**config.mk**
```make
export PLATFORM = sky130hd
export DESIGN_NAME = htd_res_q
export DESIGN_NICKNAME = d
export VERILOG_FILES = /design/src/rtl/htd_pkg.sv /design/src/rtl/htd_res_q.sv
export VERILOG_INCLUDE_DIRS = /design/src /design/src/rtl
export SDC_FILE = /design/constraint.sdc
export NUM_CORES = 1
export LEC_CHECK = 0
export ABC_AREA = 1
export BUFFER_PORTS_ARGS = -buffer_cell sky130_fd_sc_hd__buf_2
export CAP_MARGIN = 20
export CELL_PAD_IN_SITES_DETAIL_PLACEMENT = 1
export CELL_PAD_IN_SITES_GLOBAL_PLACEMENT = 2
export CORE_MARGIN = 2
export CORE_UTILIZATION = 28
export DETAILED_ROUTE_END_ITERATION = 8
export PLACE_DENSITY = 0.83
export SYNTH_ARGS = -nofsm -noshare
export SYNTH_HDL_FRONTEND = slang
export SYNTH_SLANG_ARGS = --single-unit
export TNS_END_PERCENT = 20
```
**constraint.sdc**
```tcl
create_clock -name clk_i -period 1.93 [get_ports clk_i]
set_input_delay 0.193 -clock clk_i [delete_from_list [all_inputs] [get_ports clk_i]]
set_output_delay 0.193 -clock clk_i [all_outputs]
set_load 0.01 [all_outputs]
```
**src/rtl/huffman_tree_decoder_macros.svh**
```systemverilog
// ---------------------------------------------------------------------------
// huffman tree decoder assertion macros
// Shared concurrent assertion forms, all disabled while reset is low.
// ---------------------------------------------------------------------------
`ifndef HUFFMAN_TREE_DECODER_MACROS_SVH
`define HUFFMAN_TREE_DECODER_MACROS_SVH

// plain property check, clocked on the rising edge
`define HTD_ASSERT(label, clk, rst_n, prop, msg) \
  label: assert property (@(posedge clk) disable iff (!rst_n) prop) else $error(msg);

// overlapping implication check
`define HTD_ASSERT_IMP(label, clk, rst_n, ante, cons, msg) \
  label: assert property (@(posedge clk) disable iff (!rst_n) (ante) |-> (cons)) \
    else $error(msg);

`endif

```
**src/rtl/htd_pkg.sv**
```systemverilog
// ---------------------------------------------------------------------------
// htd_pkg
// Command and status codes, field widths and the result record of the
// huffman tree decoder.
// ---------------------------------------------------------------------------
package htd_pkg;

  localparam int unsigned SymW      = 8;
  localparam int unsigned CodeBitsW = 16;
  localparam int unsigned CodeLenW  = 5;

  // input commands
  typedef enum logic [1:0] {
    CMD_INSERT = 2'd0,
    CMD_DECODE = 2'd1,
    CMD_CLEAR  = 2'd2,
    CMD_NOP    = 2'd3
  } cmd_e;

  // result status codes
  typedef enum logic [1:0] {
    ST_OK      = 2'd0,
    ST_DUP     = 2'd1,
    ST_FULL    = 2'd2,
    ST_MISSING = 2'd3
  } status_e;

  // one result record
  typedef struct packed {
    logic            sym_valid;
    logic [SymW-1:0] sym;
    status_e         status;
  } res_t;

endpackage

```
**src/rtl/htd_res_q.sv**
```systemverilog
// ---------------------------------------------------------------------------
// htd_res_q
// Two-entry result queue: output register plus skid register, so a new
// item can be taken while a finished result waits for its transfer.
// ---------------------------------------------------------------------------
`include "huffman_tree_decoder_macros.svh"

module htd_res_q (
  input  logic         clk_i,
  input  logic         rst_ni,
  input  logic         push_i,
  input  htd_pkg::res_t res_i,
  output logic         full_o,
  output logic         out_valid_o,
  input  logic         out_ready_i,
  output htd_pkg::res_t out_res_o
);

  logic          out_vld_q, out_vld_d;
  logic          skid_vld_q, skid_vld_d;
  htd_pkg::res_t out_q, out_d;
  htd_pkg::res_t skid_q, skid_d;
  logic          pop;

  assign pop = out_vld_q && out_ready_i;

  // shift on transfer, then place the new result in the first free slot
  always_comb begin
    out_vld_d  = out_vld_q;
    skid_vld_d = skid_vld_q;
    out_d      = out_q;
    skid_d     = skid_q;
    if (pop) begin
      out_vld_d  = skid_vld_q;
      out_d      = skid_q;
      skid_vld_d = 1'b0;
    end
    if (push_i) begin
      if (!out_vld_d) begin
        out_vld_d = 1'b1;
        out_d     = res_i;
      end else begin
        skid_vld_d = 1'b1;
        skid_d     = res_i;
      end
    end
  end

  // slot valid flags
  always_ff @(posedge clk_i or negedge rst_ni) begin
    if (!rst_ni) begin
      out_vld_q  <= 1'b0;
      skid_vld_q <= 1'b0;
    end else begin
      out_vld_q  <= out_vld_d;
      skid_vld_q <= skid_vld_d;
    end
  end

  // slot payloads
  always_ff @(posedge clk_i) begin
    out_q  <= out_d;
    skid_q <= skid_d;
  end

  assign full_o      = skid_vld_q;
  assign out_valid_o = out_vld_q;
  assign out_res_o   = out_q;

  // skid slot only ever holds the younger of two results
  `HTD_ASSERT(a_skid_behind_out, clk_i, rst_ni, skid_vld_q |-> out_vld_q, "skid full with output empty")
  // one item in flight, so a push never meets a full queue
  `HTD_ASSERT_IMP(a_push_has_room, clk_i, rst_ni, push_i, !skid_vld_q, "result pushed into full queue")

endmodule

```
### Word-level counts from Yosys, hierarchy flattened

Index checks and enable logic that the tools add are counted.

| storage, ports and cells | value |
|---|---|
| register bits | 24 |
| input port bits | 15 |
| output and inout bits | 13 |
| logic and storage cells | 18 |

| cells by class | value |
|---|---|
| mux-type cells | 8 |
| reduce and logical (&&, ||, !) cells | 2 |

Operator list:

| cell | count |
|---|---|
| two-way mux 11 bit | 3 |
| two-way mux 1 bit | 5 |
| AND reduction 2 bit | 1 |
| logical AND 1 bit | 1 |

### Depth between registers and ports, before layout

| logic depth | value |
|---|---|
| word-level depth | 4 |
| gate-level depth with buffers | 7 |
| gate-level depth less buffers | 6 |

### Worst setup path before layout

Ideal clock, no wire load.

| timing | value |
|---|---|
| path kind | flip-flop to flip-flop |
| start point | register skid_vld_q, in the netlist full_o |
| end point | register skid_q[0] (netlist bit) (enable) |
| period minus slack after synthesis | 1.614 ns |
| stages on the path, launching flop included | 6 |
| required time | 1.552 ns |
| data arrival time | 1.235 ns |
| buffers on the path | 1 |
| setup slack | 0.316 ns |
| library setup time | 0.378 ns |
| cell sequence | dfrtp_1 -> inv_1 -> nand2_1 -> nand2_2 -> buf_4 -> nor2_1 |

| on the way | value |
|---|---|
| cells in the longest elaborated chain, start to end | 2 |

Ends and longest elaborated chain:

| element | line | RTL |
|---|---|---|
| start: declaration | htd_res_q.sv:20 | `logic skid_vld_q, skid_vld_d;` |
| start signal: assignment | htd_res_q.sv:56 | `skid_vld_q <= skid_vld_d;` |
| two-way mux 1 bit | htd_res_q.sv:33 | `if (pop) begin` |
| AND reduction 2 bit (no line) | n/a |  |
| end signal: assignment | htd_res_q.sv:63 | `skid_q <= skid_d;` |
| end: declaration | htd_res_q.sv:22 | `htd_pkg::res_t skid_q, skid_d;` |

No other way between the ends.
A chain may end at the register's enable or synchronous reset.

### Worst setup path after layout

| timing | value |
|---|---|
| start point | register skid_vld_q, in the netlist full_o |
| end point | register skid_q[6] (netlist bit) (enable) |

The elaborated chain is that of the path after synthesis.

==> flow_summary.toml <==
[cts]
clock_path_buffers = 2
ctsRootBufferMaster = "clkbuf_4"
htree_num_levels = 1
post-cts-setup-buffers = 0
cts.clk_slew.worst_paths_ps = 130
clock-sinks = 24
cts_tree = "built"
cts_made_buffers = 3
clk_latency_ps = 320

[synth]
syn_avg_cell_area_sq_um = 9.018
yosys.cell_types.count = 12
syn-num-nets = 121
synth_top_cell_by_area = "edfxtp_1"
synthCells = 106
ys_warn_count = 0
yosysSeqAreaShare_pct = 62.83
yosysTopAreaCellShare_pct = 34.55
synthesis.area_sq_um = 955.9
synth_area_leaders = "edfxtp_1 (35%), dfxtp_1 (23%), nand2_1 (19%), nand3_1 (12%), dfrtp_1 (5.2%)"
ys_ff_latch = 24

[sta]
tightest_slew_ps = 439.9
max_slew_margin_pct = 70.60
fmax_mhz = 657.8
fin_skew_ps = 9.501
fin_setup_tns_ps = 0
hold_viol = 0
rsz0062_at_grt = "no"
final_max_slew_viol_count = 0
fin_crit_sh_pct = 78.77
layout_min_cycle_time_ps = 1520
finalSetupViolations = 0

[outcome]
outcome = "complete, no violations"

[floorplanning]
initial_core_util_pct = 28.87
dieArea_sq_um = 3898
num_rows = 21
die_y_um = 62.43
core-area_sq_um = 3311
die_w_um = 62.43
io_pins = 28

[global_routing]
grt_pass1_wl_um = 3781
grt_usage_pct = 12.57
gr-total-overflow = 0
first_global_vias = 771
grt_start_max_net_pins = 16
antenna_found_initial = 0

[final_layout]
antenna_cells = 0
syn_to_final_growth_pct = 21.47
mostFrequentLayoutCell = "nand2_1"
layout_common_cells = "nand2_1 (49), buf_2 (27), nand3_1 (22)"
drive_gt1_share_pct = 24.63
fill_cells = 437
final_area_sq_um = 1161
nets = 150

[hold_path]
hold_path.class = "in -> reg"
hold_path_depth = 1

[routing]
first_iter_violations = 14
vias = 795
route.detailed.drc = 0
wl_per_cell_um = 12.30
viasPerCell = 4.417
postRouteAntennaNets = 0
firstDrtPassIters = 4
wirelength_um = 2214

[power]
power_frac_clock_pct = 20.0
p_per_area_nw_per_um2 = 1003
leakagePower_nw = 0.5735
ir_drop_mv = 0.4777
total_power_w = 0.001165
p_switching_w = 0.0003572
seqPwrFrac_pct = 56.0
p_sw_share_pct = 30.66
comb_power_share_pct = 24.1
internal_power_w = 0.0008079

[placement]
place_area_sq_um = 1125
dp_hpwl_um = 1613
io_buffers = 27
place_congestion = 0.7446

[setup_path]
r2r_start = "full_o"
path_max_fanout = 15
r2r_slack_ps = 410
crit_chain = "inv_1 -> nand2_1 -> nand2_2 -> nor2_1 -> buf_4"
required_ps = 1970
slowest_stage = "dfrtp_1"
rr_worst_depth = 5
crit_arrival_ps = 1560
cp-startpoint = "full_o"
r2r_end = "skid_q[6]"
startpoint_type = "register"
max_stage_delay_ps = 380
endpoint_kind = "register"
critPathKind = "reg -> reg"
worstSetupEndpoint = "skid_q[6]"

[job]
max-cap-violations = 0
[layer usage]
| layer | share of wire, % | vias to the layer above | GRT usage [%] |
|---|---|---|---|
| met2 | 45 | 24 | 17.47 |
| met4 | 0.72 | 0 | 4.167 |
| met3 | 5.6 | 2 | 4.865 |
| met5 | 0 | - | 0 |
| met1 | 48 | 368 | 17.82 |
| li1 | - | 401 | - |
[worst min-delay path by stage]
| stage | startpoint | to | slack [ps] |
|---|---|---|---|
| 3_5_place_dp | rst_ni | out_valid_o | -20 |
| 4_1_cts | res_i[10] | skid_q[10] | 40 |
| 2_1_floorplan | rst_ni | full_o | -100 |
| 3_3_place_gp | rst_ni | full_o | -20 |
| 5_1_grt | res_i[0] | skid_q[0] | 20 |
| 6_report | res_i[0] | skid_q[0] | 50 |
[flip-flops by register name (all words and copies together) (netlist names)]
register,count
out_res_o,11
skid_q,11
out_valid_o,1
full_o,1
[synthesized netlist by cell type (all sizes together)]
cell / n
dfxtp: 11
dfrtp: 2
nor2: 1
buf: 6
edfxtp: 11
nand2: 50
nand3: 22
o21ai: 1
inv: 2
[power groups by stage]
stage	Sequential, W	Clock (W)	Combinational (W)
after CTS	0.000653	0.000247	0.000289
after global placement	0.000661	0	0.000281
final	0.000652	0.000233	0.000281
after global routing	0.000661	0.000268	0.000325
after floorplan	0.000696	0	0.000145
after detailed placement	0.000665	0	0.000287
[worst max-delay path, delay by kind of cell, from the launching register on]
kind          cells  cell delay (ps)
simple gates      3              580
flops             1              380
buf+inv           2              280
[repair_timing]
item / CTS / global route
hold buffers: 1 / 0
resized for setup: 0 / 0
hold endpoints to repair: 2 / 0
[through the flow]
step / hold WS (ps) / setup slack [ps] / instances / utilization (%)
final: 53.16 / 409.7 / 180 / 35.07
after detailed placement: -17.87 / 380.4 / 175 / 33.98
after global routing: 22.32 / 291.6 / 180 / 35.07
after global placement: -22.85 / 474.6 / 175 / 33.98
after floorplan: -102.6 / 316.3 / 106 / -
after CTS: 38.35 / 393.7 / 180 / 35.07
[cells by family (layout without fill, tap and decap cells)]
family	after synthesis	in the layout	share of synthesized area, %
AOI/OAI and AO/OA	1	1	0.5231
buffers and inverters	8	36	4.844
DFF	24	24	62.83
and+or+nand+nor	73	73	31.81
[layout make-up]
cell class | count | area [sq um] | area share (%)
clock buffers | 4 | 26.28 | 2.263
inverters | 2 | 7.507 | 0.6466
multi-input cells | 74 | 309.0 | 26.62
flip-flops and latches | 24 | 600.6 | 51.72
well taps | 46 | 57.56 | 4.957
repair buffers | 30 | 160.2 | 13.79
Power figures use the tool's default switching activity.
