### config.mk
export PLATFORM = sky130hd
export DESIGN_NAME = htd_ctrl
export DESIGN_NICKNAME = d
export VERILOG_FILES = /design/src/rtl/htd_pkg.sv /design/src/rtl/htd_ctrl.sv
export VERILOG_INCLUDE_DIRS = /design/src /design/src/rtl
export SDC_FILE = /design/constraint.sdc
export NUM_CORES = 1
export LEC_CHECK = 0
export ABC_CLOCK_PERIOD_IN_PS = 4240
export BUFFER_PORTS_ARGS = -buffer_cell sky130_fd_sc_hd__buf_2
export CAP_MARGIN = 20
export CORE_UTILIZATION = 53
export CTS_CLUSTER_SIZE = 8
export DETAILED_ROUTE_END_ITERATION = 12
export GPL_ROUTABILITY_DRIVEN = 0
export PLACE_DENSITY_LB_ADDON = 0.3
export SETUP_SLACK_MARGIN = 0.2
export SYNTH_ARGS = -nofsm -noshare
export SYNTH_HDL_FRONTEND = slang
export SYNTH_SLANG_ARGS = --single-unit
### constraint.sdc
create_clock -name clk_i -period 4.24 [get_ports clk_i]
set_input_delay 0.424 -clock clk_i [delete_from_list [all_inputs] [get_ports clk_i]]
set_output_delay 0.424 -clock clk_i [all_outputs]
set_load 0.05 [all_outputs]
### src/rtl/huffman_tree_decoder_macros.svh
// ---------------------------------------------------------------------------
// huffman tree decoder assertion macros
// Shared concurrent assertion forms, all disabled while reset is low.
// ---------------------------------------------------------------------------
`ifndef HUFFMAN_TREE_DECODER_MACROS_SVH
`define HUFFMAN_TREE_DECODER_MACROS_SVH

// plain property check, clocked on the rising edge
`define HTD_ASSERT(label, clk, rst_n, prop, msg) \
  label: assert property (@(posedge clk) disable iff (!rst_n) prop) else $error(msg);

// overlapping implication check
`define HTD_ASSERT_IMP(label, clk, rst_n, ante, cons, msg) \
  label: assert property (@(posedge clk) disable iff (!rst_n) (ante) |-> (cons)) \
    else $error(msg);

`endif

### src/rtl/htd_pkg.sv
// ---------------------------------------------------------------------------
// htd_pkg
// Command and status codes, field widths and the result record of the
// huffman tree decoder.
// ---------------------------------------------------------------------------
package htd_pkg;

  localparam int unsigned SymW      = 8;
  localparam int unsigned CodeBitsW = 16;
  localparam int unsigned CodeLenW  = 5;

  // input commands
  typedef enum logic [1:0] {
    CMD_INSERT = 2'd0,
    CMD_DECODE = 2'd1,
    CMD_CLEAR  = 2'd2,
    CMD_NOP    = 2'd3
  } cmd_e;

  // result status codes
  typedef enum logic [1:0] {
    ST_OK      = 2'd0,
    ST_DUP     = 2'd1,
    ST_FULL    = 2'd2,
    ST_MISSING = 2'd3
  } status_e;

  // one result record
  typedef struct packed {
    logic            sym_valid;
    logic [SymW-1:0] sym;
    status_e         status;
  } res_t;

endpackage

### src/rtl/htd_ctrl.sv
// ---------------------------------------------------------------------------
// htd_ctrl
// Sequencer for insert, decode and clear. Walks the node table through the
// memory read port, allocates nodes and writes entries back.
// ---------------------------------------------------------------------------
`include "huffman_tree_decoder_macros.svh"

module htd_ctrl #(
  parameter int unsigned MAX_CODE_LEN = 16,
  parameter int unsigned MAX_NODES    = 512,
  parameter int unsigned IDX_W        = $clog2(MAX_NODES),
  parameter int unsigned ENT_W        = 2 * IDX_W + htd_pkg::SymW + 1
) (
  input  logic                          clk_i,
  input  logic                          rst_ni,
  input  logic                          in_valid_i,
  output logic                          in_ready_o,
  input  logic [1:0]                    cmd_i,
  input  logic [htd_pkg::SymW-1:0]      symbol_in_i,
  input  logic [htd_pkg::CodeBitsW-1:0] code_bits_i,
  input  logic [htd_pkg::CodeLenW-1:0]  code_len_i,
  input  logic                          code_bit_i,
  input  logic                          q_full_i,
  output logic                          res_push_o,
  output htd_pkg::res_t                 res_o,
  output logic                          mem_clr_o,
  output logic                          mem_rd_en_o,
  output logic [IDX_W-1:0]              mem_rd_addr_o,
  input  logic [ENT_W-1:0]              mem_rd_data_i,
  output logic                          mem_wr_en_o,
  output logic [IDX_W-1:0]              mem_wr_addr_o,
  output logic [ENT_W-1:0]              mem_wr_data_o
);

  localparam int unsigned CntW = $clog2(MAX_NODES + 1);
  localparam int unsigned LenW = $clog2(MAX_CODE_LEN + 1);
  localparam int unsigned SymW = htd_pkg::SymW;

  typedef enum logic [3:0] {
    S_IDLE     = 4'b0001,
    S_INS      = 4'b0010,
    S_DEC_NODE = 4'b0100,
    S_DEC_LEAF = 4'b1000
  } state_e;

  state_e                  state_q, state_d;
  logic [CntW-1:0]         nodes_used_q, nodes_used_d;
  logic [IDX_W-1:0]        dec_node_q, dec_node_d;
  logic                    hit_q, hit_d;
  logic [IDX_W-1:0]        cur_q, cur_d;
  logic                    fresh_q, fresh_d;
  logic [LenW-1:0]         cnt_q, cnt_d;
  logic [MAX_CODE_LEN-1:0] bits_q, bits_d;
  logic [SymW-1:0]         sym_q, sym_d;
  logic                    bit_q, bit_d;
  logic [IDX_W-1:0]        nxt_q, nxt_d;

  htd_pkg::cmd_e                              cmd;
  logic                                       in_fire;
  logic [LenW-1:0]                            len_eff;
  logic [MAX_CODE_LEN+htd_pkg::CodeBitsW-1:0] bits_ext;
  logic [ENT_W-1:0]                           ins_ent;
  logic [IDX_W-1:0]                           ins_left, ins_right, ins_slot;
  logic [SymW-1:0]                            ins_sym;
  logic                                       ins_leaf;
  logic [MAX_CODE_LEN-1:0]                    ins_sh;
  logic                                       ins_bit;
  logic [IDX_W-1:0]                           new_idx;
  logic [IDX_W-1:0]                           rd_left, rd_right, dec_nxt;
  logic [SymW-1:0]                            rd_sym;
  logic                                       rd_leaf;
  logic                                       step_bit;
  logic                                       dec_step;

  assign cmd        = htd_pkg::cmd_e'(cmd_i);
  assign in_ready_o = (state_q == S_IDLE) && !q_full_i;
  assign in_fire    = in_valid_i && in_ready_o;

  // codeword length clipped to the supported maximum
  always_comb begin
    if (32'(code_len_i) > MAX_CODE_LEN) begin
      len_eff = LenW'(MAX_CODE_LEN);
    end else begin
      len_eff = LenW'(code_len_i);
    end
  end

  assign bits_ext = {{MAX_CODE_LEN{1'b0}}, code_bits_i};

  // insert walk: current entry, known cleared when freshly allocated
  assign ins_ent   = fresh_q ? '0 : mem_rd_data_i;
  assign ins_left  = ins_ent[IDX_W-1:0];
  assign ins_right = ins_ent[2*IDX_W-1:IDX_W];
  assign ins_sym   = ins_ent[2*IDX_W+SymW-1:2*IDX_W];
  assign ins_leaf  = ins_ent[ENT_W-1];
  assign ins_sh    = bits_q >> (cnt_q - LenW'(1));
  assign ins_bit   = ins_sh[0];
  assign ins_slot  = ins_bit ? ins_right : ins_left;
  assign new_idx   = nodes_used_q[IDX_W-1:0];

  // decode: entry in the read register
  assign rd_left  = mem_rd_data_i[IDX_W-1:0];
  assign rd_right = mem_rd_data_i[2*IDX_W-1:IDX_W];
  assign rd_sym   = mem_rd_data_i[2*IDX_W+SymW-1:2*IDX_W];
  assign rd_leaf  = mem_rd_data_i[ENT_W-1];
  assign step_bit = (state_q == S_IDLE) ? code_bit_i : bit_q;
  assign dec_nxt  = step_bit ? rd_right : rd_left;

  // sequencer
  always_comb begin
    state_d       = state_q;
    nodes_used_d  = nodes_used_q;
    dec_node_d    = dec_node_q;
    hit_d         = hit_q;
    cur_d         = cur_q;
    fresh_d       = fresh_q;
    cnt_d         = cnt_q;
    bits_d        = bits_q;
    sym_d         = sym_q;
    bit_d         = bit_q;
    nxt_d         = nxt_q;
    mem_clr_o     = 1'b0;
    mem_rd_en_o   = 1'b0;
    mem_rd_addr_o = '0;
    mem_wr_en_o   = 1'b0;
    mem_wr_addr_o = '0;
    mem_wr_data_o = '0;
    res_push_o    = 1'b0;
    res_o         = '0;
    res_o.status  = htd_pkg::ST_OK;
    dec_step      = 1'b0;

    unique case (state_q)
      S_IDLE: begin
        if (in_fire) begin
          bit_d   = code_bit_i;
          sym_d   = symbol_in_i;
          bits_d  = bits_ext[MAX_CODE_LEN-1:0];
          cur_d   = '0;
          fresh_d = 1'b0;
          cnt_d   = len_eff;
          unique case (cmd)
            htd_pkg::CMD_INSERT: begin
              hit_d = 1'b0;
              if (len_eff == '0) begin
                res_push_o = 1'b1;
              end else begin
                mem_rd_en_o = 1'b1;
                state_d     = S_INS;
              end
            end
            htd_pkg::CMD_DECODE: begin
              if (hit_q) begin
                dec_step = 1'b1;
              end else begin
                mem_rd_en_o   = 1'b1;
                mem_rd_addr_o = dec_node_q;
                state_d       = S_DEC_NODE;
              end
            end
            htd_pkg::CMD_CLEAR: begin
              mem_clr_o    = 1'b1;
              nodes_used_d = CntW'(1);
              dec_node_d   = '0;
              hit_d        = 1'b0;
              res_push_o   = 1'b1;
            end
            default: begin
              res_push_o = 1'b1;
            end
          endcase
        end
      end

      S_INS: begin
        priority if (cnt_q == '0) begin
          // last node: mark it as a leaf unless it already is one
          if (ins_leaf) begin
            res_o.status = htd_pkg::ST_DUP;
            dec_node_d   = '0;
          end else begin
            mem_wr_en_o   = 1'b1;
            mem_wr_addr_o = cur_q;
            mem_wr_data_o = {1'b1, sym_q, ins_right, ins_left};
          end
          res_push_o = 1'b1;
          state_d    = S_IDLE;
        end else if (ins_slot != '0) begin
          // child exists, follow it
          mem_rd_en_o   = 1'b1;
          mem_rd_addr_o = ins_slot;
          cur_d         = ins_slot;
          fresh_d       = 1'b0;
          cnt_d         = cnt_q - LenW'(1);
        end else if (nodes_used_q == CntW'(MAX_NODES)) begin
          // table full: a fresh node still has to land cleared
          if (fresh_q) begin
            mem_wr_en_o   = 1'b1;
            mem_wr_addr_o = cur_q;
          end
          res_o.status = htd_pkg::ST_FULL;
          res_push_o   = 1'b1;
          dec_node_d   = '0;
          state_d      = S_IDLE;
        end else begin
          // allocate a child and link it into the current node
          mem_wr_en_o   = 1'b1;
          mem_wr_addr_o = cur_q;
          mem_wr_data_o = ins_bit ? {ins_leaf, ins_sym, new_idx, ins_left}
                                  : {ins_leaf, ins_sym, ins_right, new_idx};
          cur_d         = new_idx;
          fresh_d       = 1'b1;
          nodes_used_d  = nodes_used_q + CntW'(1);
          cnt_d         = cnt_q - LenW'(1);
        end
      end

      S_DEC_NODE: begin
        dec_step = 1'b1;
      end

      S_DEC_LEAF: begin
        if (rd_leaf) begin
          // symbol found, back to the root and prefetch it
          res_o.sym_valid = 1'b1;
          res_o.sym       = rd_sym;
          dec_node_d      = '0;
          mem_rd_en_o     = 1'b1;
        end else begin
          dec_node_d = nxt_q;
        end
        hit_d      = 1'b1;
        res_push_o = 1'b1;
        state_d    = S_IDLE;
      end

      default: begin
        state_d = S_IDLE;
      end
    endcase

    // one decode step on the entry held in the read register
    if (dec_step) begin
      if (dec_nxt == '0) begin
        res_o.status = htd_pkg::ST_MISSING;
        res_push_o   = 1'b1;
        dec_node_d   = '0;
        mem_rd_en_o  = 1'b1;
        hit_d        = 1'b1;
        state_d      = S_IDLE;
      end else begin
        nxt_d         = dec_nxt;
        mem_rd_en_o   = 1'b1;
        mem_rd_addr_o = dec_nxt;
        hit_d         = 1'b0;
        state_d       = S_DEC_LEAF;
      end
    end
  end

  // control registers
  always_ff @(posedge clk_i or negedge rst_ni) begin
    if (!rst_ni) begin
      state_q      <= S_IDLE;
      nodes_used_q <= CntW'(1);
      dec_node_q   <= '0;
      hit_q        <= 1'b0;
    end else begin
      state_q      <= state_d;
      nodes_used_q <= nodes_used_d;
      dec_node_q   <= dec_node_d;
      hit_q        <= hit_d;
    end
  end

  // walk registers
  always_ff @(posedge clk_i) begin
    cur_q   <= cur_d;
    fresh_q <= fresh_d;
    cnt_q   <= cnt_d;
    bits_q  <= bits_d;
    sym_q   <= sym_d;
    bit_q   <= bit_d;
    nxt_q   <= nxt_d;
  end

  // read and write never meet on one entry, so no forwarding path exists
  `HTD_ASSERT_IMP(a_no_rw_clash, clk_i, rst_ni, mem_rd_en_o && mem_wr_en_o, mem_rd_addr_o != mem_wr_addr_o, "node read and write on the same entry")
  // node count moves by one allocation or back to root only
  `HTD_ASSERT_IMP(a_alloc_step, clk_i, rst_ni, nodes_used_q != $past(nodes_used_q), (nodes_used_q == $past(nodes_used_q) + 1'b1) || (nodes_used_q == CntW'(1)), "node count jumped")
  // an insert walk overwrites the read register
  `HTD_ASSERT_IMP(a_no_hit_in_insert, clk_i, rst_ni, state_q == S_INS, !hit_q, "decode entry marked held during insert")

endmodule

# Word level (Yosys, flattened, before mapping)
# Index checks and enable logic that the tools add are counted.
# Widths: inputs -> output; s select.
[word_totals]
register_bits = 73
in_bits = 63
output_inout_bits = 61
wordCells = 165
[op_classes]
add_sub_neg = 2
magnitude_cmp = 1
eq_ne = 21
shifts = 1
mux = 111
bitwise = 1
reduce_logical = 17
[op_table]
columns = ["op", "n"]
rows = [
  ["$mux 9", 30],
  ["$mux 27", 6],
  ["$mux 10", 5],
  ["$mux 1", 36],
  ["$pmux 9 s2", 2],
  ["$mux 4", 8],
  ["$pmux 9 s3", 1],
  ["$mux 5", 5],
  ["$pmux 10 s2", 1],
  ["$mux 18", 1],
  ["$ne 4x4->1 const B", 4],
  ["$shr 16x5->1", 1],
  ["$mux 2", 6],
  ["$pmux 4 s3", 1],
  ["$add 10x1->10 const B", 1],
  ["$eq 10x10->1 const B", 1],
  ["$logic_not 5->1", 2],
  ["$ne 2x2->1 const B", 5],
  ["$pmux 1 s2", 5],
  ["$pmux 5 s2", 1],
  ["$logic_not 9->1", 1],
  ["$ne 3x3->1 const B", 3],
  ["$reduce_bool 9->1", 1],
  ["$pmux 4 s2", 1],
  ["other kinds (23)", 26],
]

# Depth between registers and ports, before layout
[logic_depth]
depth_word = 9
ltp_mapped = 13

# Least setup slack after synthesis
# No wires, ideal clock.
[synth_timing]
kind = "register to register"
from = "register cnt_q[0]"
to = "register cnt_q[0] (enable)"
setup_time_ps = 408
t_arrival_ps = 3401
setup_slack_ps = 431
path_stages_with_launch = 13
path_buffers = 3
period_less_slack_ps = 3809
cell_sequence = "edfxtp_1 inv_1 ha_1 buf_2 mux2_2 o22ai_1 nor3b_4 nor3b_2 nand2b_4 buf_6 buf_6 nor2_1 o21ai_0"
[synth_via]
elab_chain_len = 6
word_cells_on_any_way = 8
[synth_lines]
columns = ["element", "line", "source"]
rows = [
  ["start, declared", "htd_ctrl.sv:52", "logic [LenW-1:0] cnt_q, cnt_d;"],
  ["start signal, assigned", "htd_ctrl.sv:280", "cnt_q <= cnt_d;"],
  ["$sub 5x1->5", "htd_ctrl.sv:96", "assign ins_sh = bits_q >> (cnt_q - LenW'(1));"],
  ["$shr 16x5->1", "htd_ctrl.sv:96", ""],
  ["$mux 9", "htd_ctrl.sv:98", "assign ins_slot = ins_bit ? ins_right : ins_left;"],
  ["$reduce_bool 9->1", "htd_ctrl.sv:188", "end else if (ins_slot != '0) begin"],
  ["$ne 3x3->1 (no source line)", "-", ""],
  ["$reduce_and 4->1 (no source line) (*)", "-", ""],
]
# Every way passes the cells marked *; elsewhere a longest branch is shown, timed or not.
# A chain may end at the register's enable or synchronous reset.

# Worst setup path in the final report
[layout_timing]
from = "register cnt_q[0]"
to = "output mem_wr_data_o[26]"
[layout_via]
elab_chain_len = 7
word_cells_on_any_way = 8
[layout_lines]
columns = ["element", "line", "source"]
rows = [
  ["$sub 5x1->5", "htd_ctrl.sv:96", ""],
  ["$shr 16x5->1", "htd_ctrl.sv:96", ""],
  ["$mux 9", "htd_ctrl.sv:98", ""],
  ["$reduce_bool 9->1", "htd_ctrl.sv:188", ""],
  ["$mux 27", "htd_ctrl.sv:188", ""],
  ["$mux 27 (*)", "htd_ctrl.sv:176", "priority if (cnt_q == '0) begin"],
  ["$mux 27 (*)", "htd_ctrl.sv:133", "unique case (state_q)"],
  ["end, declared", "htd_ctrl.sv:32", "output logic [ENT_W-1:0] mem_wr_data_o"],
]
# Marked as above.

==> results.py <==
metrics = {
    "status": {
        "status": "finished clean",
    },
    "critical_path": {
        "rr_startpoint": "cnt_q[0]$_DFFE_PP_",
        "required_ns": 3.82,
        "start_kind": "flip-flop",
        "rrSetupSlack_ns": 1.10,
        "path_class": "flip-flop to output pin",
        "startpoint": "cnt_q[0]$_DFFE_PP_",
        "cp_max_fo": 17,
        "end_kind": "output pin",
        "crit_arrival_ns": 3.43,
    },
    "cells_and_area": {
        "final_common_cell": "buf_2",
        "layout.nets": 597,
        "drive_above_1_share_pct": 33.2,
        "diodes": 0,
        "fillCellCount": 619,
        "multi_input_area_sq_um": 2110,
        "most-common-layout-cells": "buf_2 (122), edfxtp_1 (49), a22o_1 (37)",
        "area_growth_pct": 22.8,
        "fin_area_sq_um": 5290,
        "final-seq-area_sq_um": 2070,
    },
    "timing": {
        "fin_ws_ns": 0.386,
        "setup_viol": 0,
        "period_needed_ns": 3.85,
        "skew_ns": 0.0104,
        "tightest_slew_ns": 1.04,
        "finalHoldViolCount": 0,
        "slew_violations": 0,
        "fmax_mhz": 259,
        "fin_crit_sh_pct": 90.9,
        "fin_setup_tns_ns": 0,
        "max-slew-margin-rel_pct": 30.4,
        "rsz0062_at_grt": "no",
    },
    "logic_synthesis": {
        "ys_ff_latch": 73,
        "syn_area_sq_um": 4310,
        "avgSynthCellArea_sq_um": 10.7,
        "yosysSeqAreaShare_pct": 48.2,
        "syn_inst": 404,
        "synthFlopType": "edfxtp_1",
        "synth_cell_types": 63,
        "ys_warn_count": 0,
        "syn_nets": 470,
        "synth-edff-count": 49,
        "async_reset_ff_share_pct": 32.9,
    },
    "floorplanning": {
        "start_util_pct": 55.2,
        "die_y_um": 92.1,
        "fp.dieArea_sq_um": 8490,
        "die_w_um": 92.1,
        "core_area_sq_um": 7810,
        "ios": 124,
        "fp-row-count": 32,
    },
    "clocking": {
        "clkSlewWorstSetupHoldPaths_ns": 0.08,
        "cts.htree.levels": 3,
        "root_buffer": "clkbuf_8",
        "ctsHoldBuffers": 0,
        "clockBufferDepth": 2,
        "cts_tree": "built",
        "cts-buffers-inserted": 9,
        "clock_sinks": 73,
        "clk_latency_ns": 0.36,
    },
    "grt": {
        "first_global_vias": 3694,
        "grtUsageTotal_pct": 29.0,
        "grt_max_degree": 29,
        "antenna_found_initial": 0,
        "grt-ovfl-total": 0,
        "grt_pass1_wl_um": 18900,
    },
    "route": {
        "routed_wl_um": 12000,
        "drtPass1Iterations": 6,
        "drt_iter0_markers": 503,
        "postRouteAntennaNets": 0,
        "drc": 0,
        "vias": 3939,
        "avgViaCountPerCell": 6.17,
        "wl_per_cell_um": 18.8,
    },
    "place": {
        "hpwl_um": 8810,
        "numPortBuffers": 123,
        "dpl-instance-area_sq_um": 5000,
        "post-place-ws_ns": 0.474,
    },
    "power": {
        "ir_worst_vdd_mv": 0.166,
        "leakage_nw": 2.38,
        "p_per_area_nw_per_um2": 303,
    },
    "hold_path": {
        "hold_class": "input port to asynchronous set/reset pin",
    },
    "job": {
        "cap_violations": 0,
    },
}
power breakdown:
part / switching, mW / total, mW / internal [mW]
registers: 0.0162 / 0.806 / 0.790
logic: 0.154 / 0.250 / 0.0962
clock network: 0.274 / 0.545 / 0.270
total: 0.445 / 1.60 / 1.16
flip-flops by register name, summed over array words and instances (netlist names), 4 cells and up:
register / flops
sym_q: 8
nxt_q: 9
bits_q: 16
nodes_used_q: 10
state_q: 4
dec_node_q: 9
cur_q: 9
cnt_q: 5
synth_stat cells, types with 4 or more instances:
cell type  number  area share [%]
edfxtp_1       49              34
a2bb2oi_1       5             1.0
inv_1          14             1.2
nand2b_1        4            0.58
nand3b_1        7             1.2
o31ai_1         6             1.0
and2_1         20             2.9
a21o_1          7             1.2
mux2_2          4             1.0
nor2b_1         5            0.73
nand2_1        36             3.1
a21oi_1        14             1.6
mux2i_1        18             4.2
o21ai_0        18             2.1
nor2_1         30             2.6
dfrtp_1        22              13
clkbuf_1       13             1.1
o221ai_1        6             1.2
a22o_1         37             7.5
buf_2           6            0.70
nor3_1          7            0.81
nor4_1          6            0.87
a22oi_1         5            0.87
nand3_1         6            0.70
worst max-delay path, cell delays in order (launching register included):
cell and delay, ns:
edfxtp_1 0.42, inv_1 0.10, ha_4 0.35, mux2_2 0.35
o22ai_1 0.29, nor3b_4 0.11, buf_4 0.17, o21ai_2 0.23
nand2b_4 0.20, or3_1 0.41, a21oi_1 0.18, clkbuf_4 0.26
metrics by stage:
step                      util, %  std cells  total power, mW  hold slack, ns
after global placement       64.1        615             1.05           0.448
final                        67.7        638             1.60          0.0439
after global routing         67.7        638             1.66          0.0882
after CTS                    66.9        633             1.59          0.0607
after detailed placement     64.1        615             1.05           0.443
after floorplan                 -        404            0.969           0.128
worst paths after layout:
| kind | to | cells after the start |
|---|---|---|
| min in group clk_i | sym_q[4]$_DFFE_PP_ | 1 |
| setup reg to reg | cur_q[1]$_SDFFCE_PN0P_ | 11 |
| max in group asynchronous | state_q[0]$_DFFE_PN1P_ | 1 |
| hold / removal | nodes_used_q[8]$_DFFE_PN0P_ | 1 |
| setup / recovery | mem_wr_data_o[26] | 11 |
| hold reg to reg | dec_node_q[0]$_DFF_PN0_ | 1 |
routing by layer:
layer  wire length (um)  track usage [%]  vias to the layer above
li1                   -                -                     1799
met1               4920             39.4                     1894
met2               5820             45.9                      206
met3                936             6.05                       40
met4                325             10.7                        0
met5                  0                0                        -
timing repair:
item,4_1_cts,5_1_grt
setup endpoints to repair,28,39
gates resized for setup,2,4
hold endpoints to repair,0,0
setup buffers,2,4
pin swaps,2,2
kinds of logic after synthesis:
logic type	Yosys count	share of synthesized area (%)
compound gates	120	21.3
xor+xnor	4	0.814
flops	73	48.2
mux	22	5.23
buf+inv	36	3.84
simple gates	146	19.8
fa+ha+maj	3	0.872
layout make-up:
| type | count | share of cell area [%] |
|---|---|---|
| multi-input combinational | 295 | 39.9 |
| sequential | 73 | 39.2 |
| clock inverter | 7 | 1.33 |
| inverter | 14 | 0.994 |
| timing repair buffer | 138 | 13.8 |
| clock buffer | 9 | 2.34 |
| tap | 102 | 2.41 |
Power figures use the tool's default switching activity.
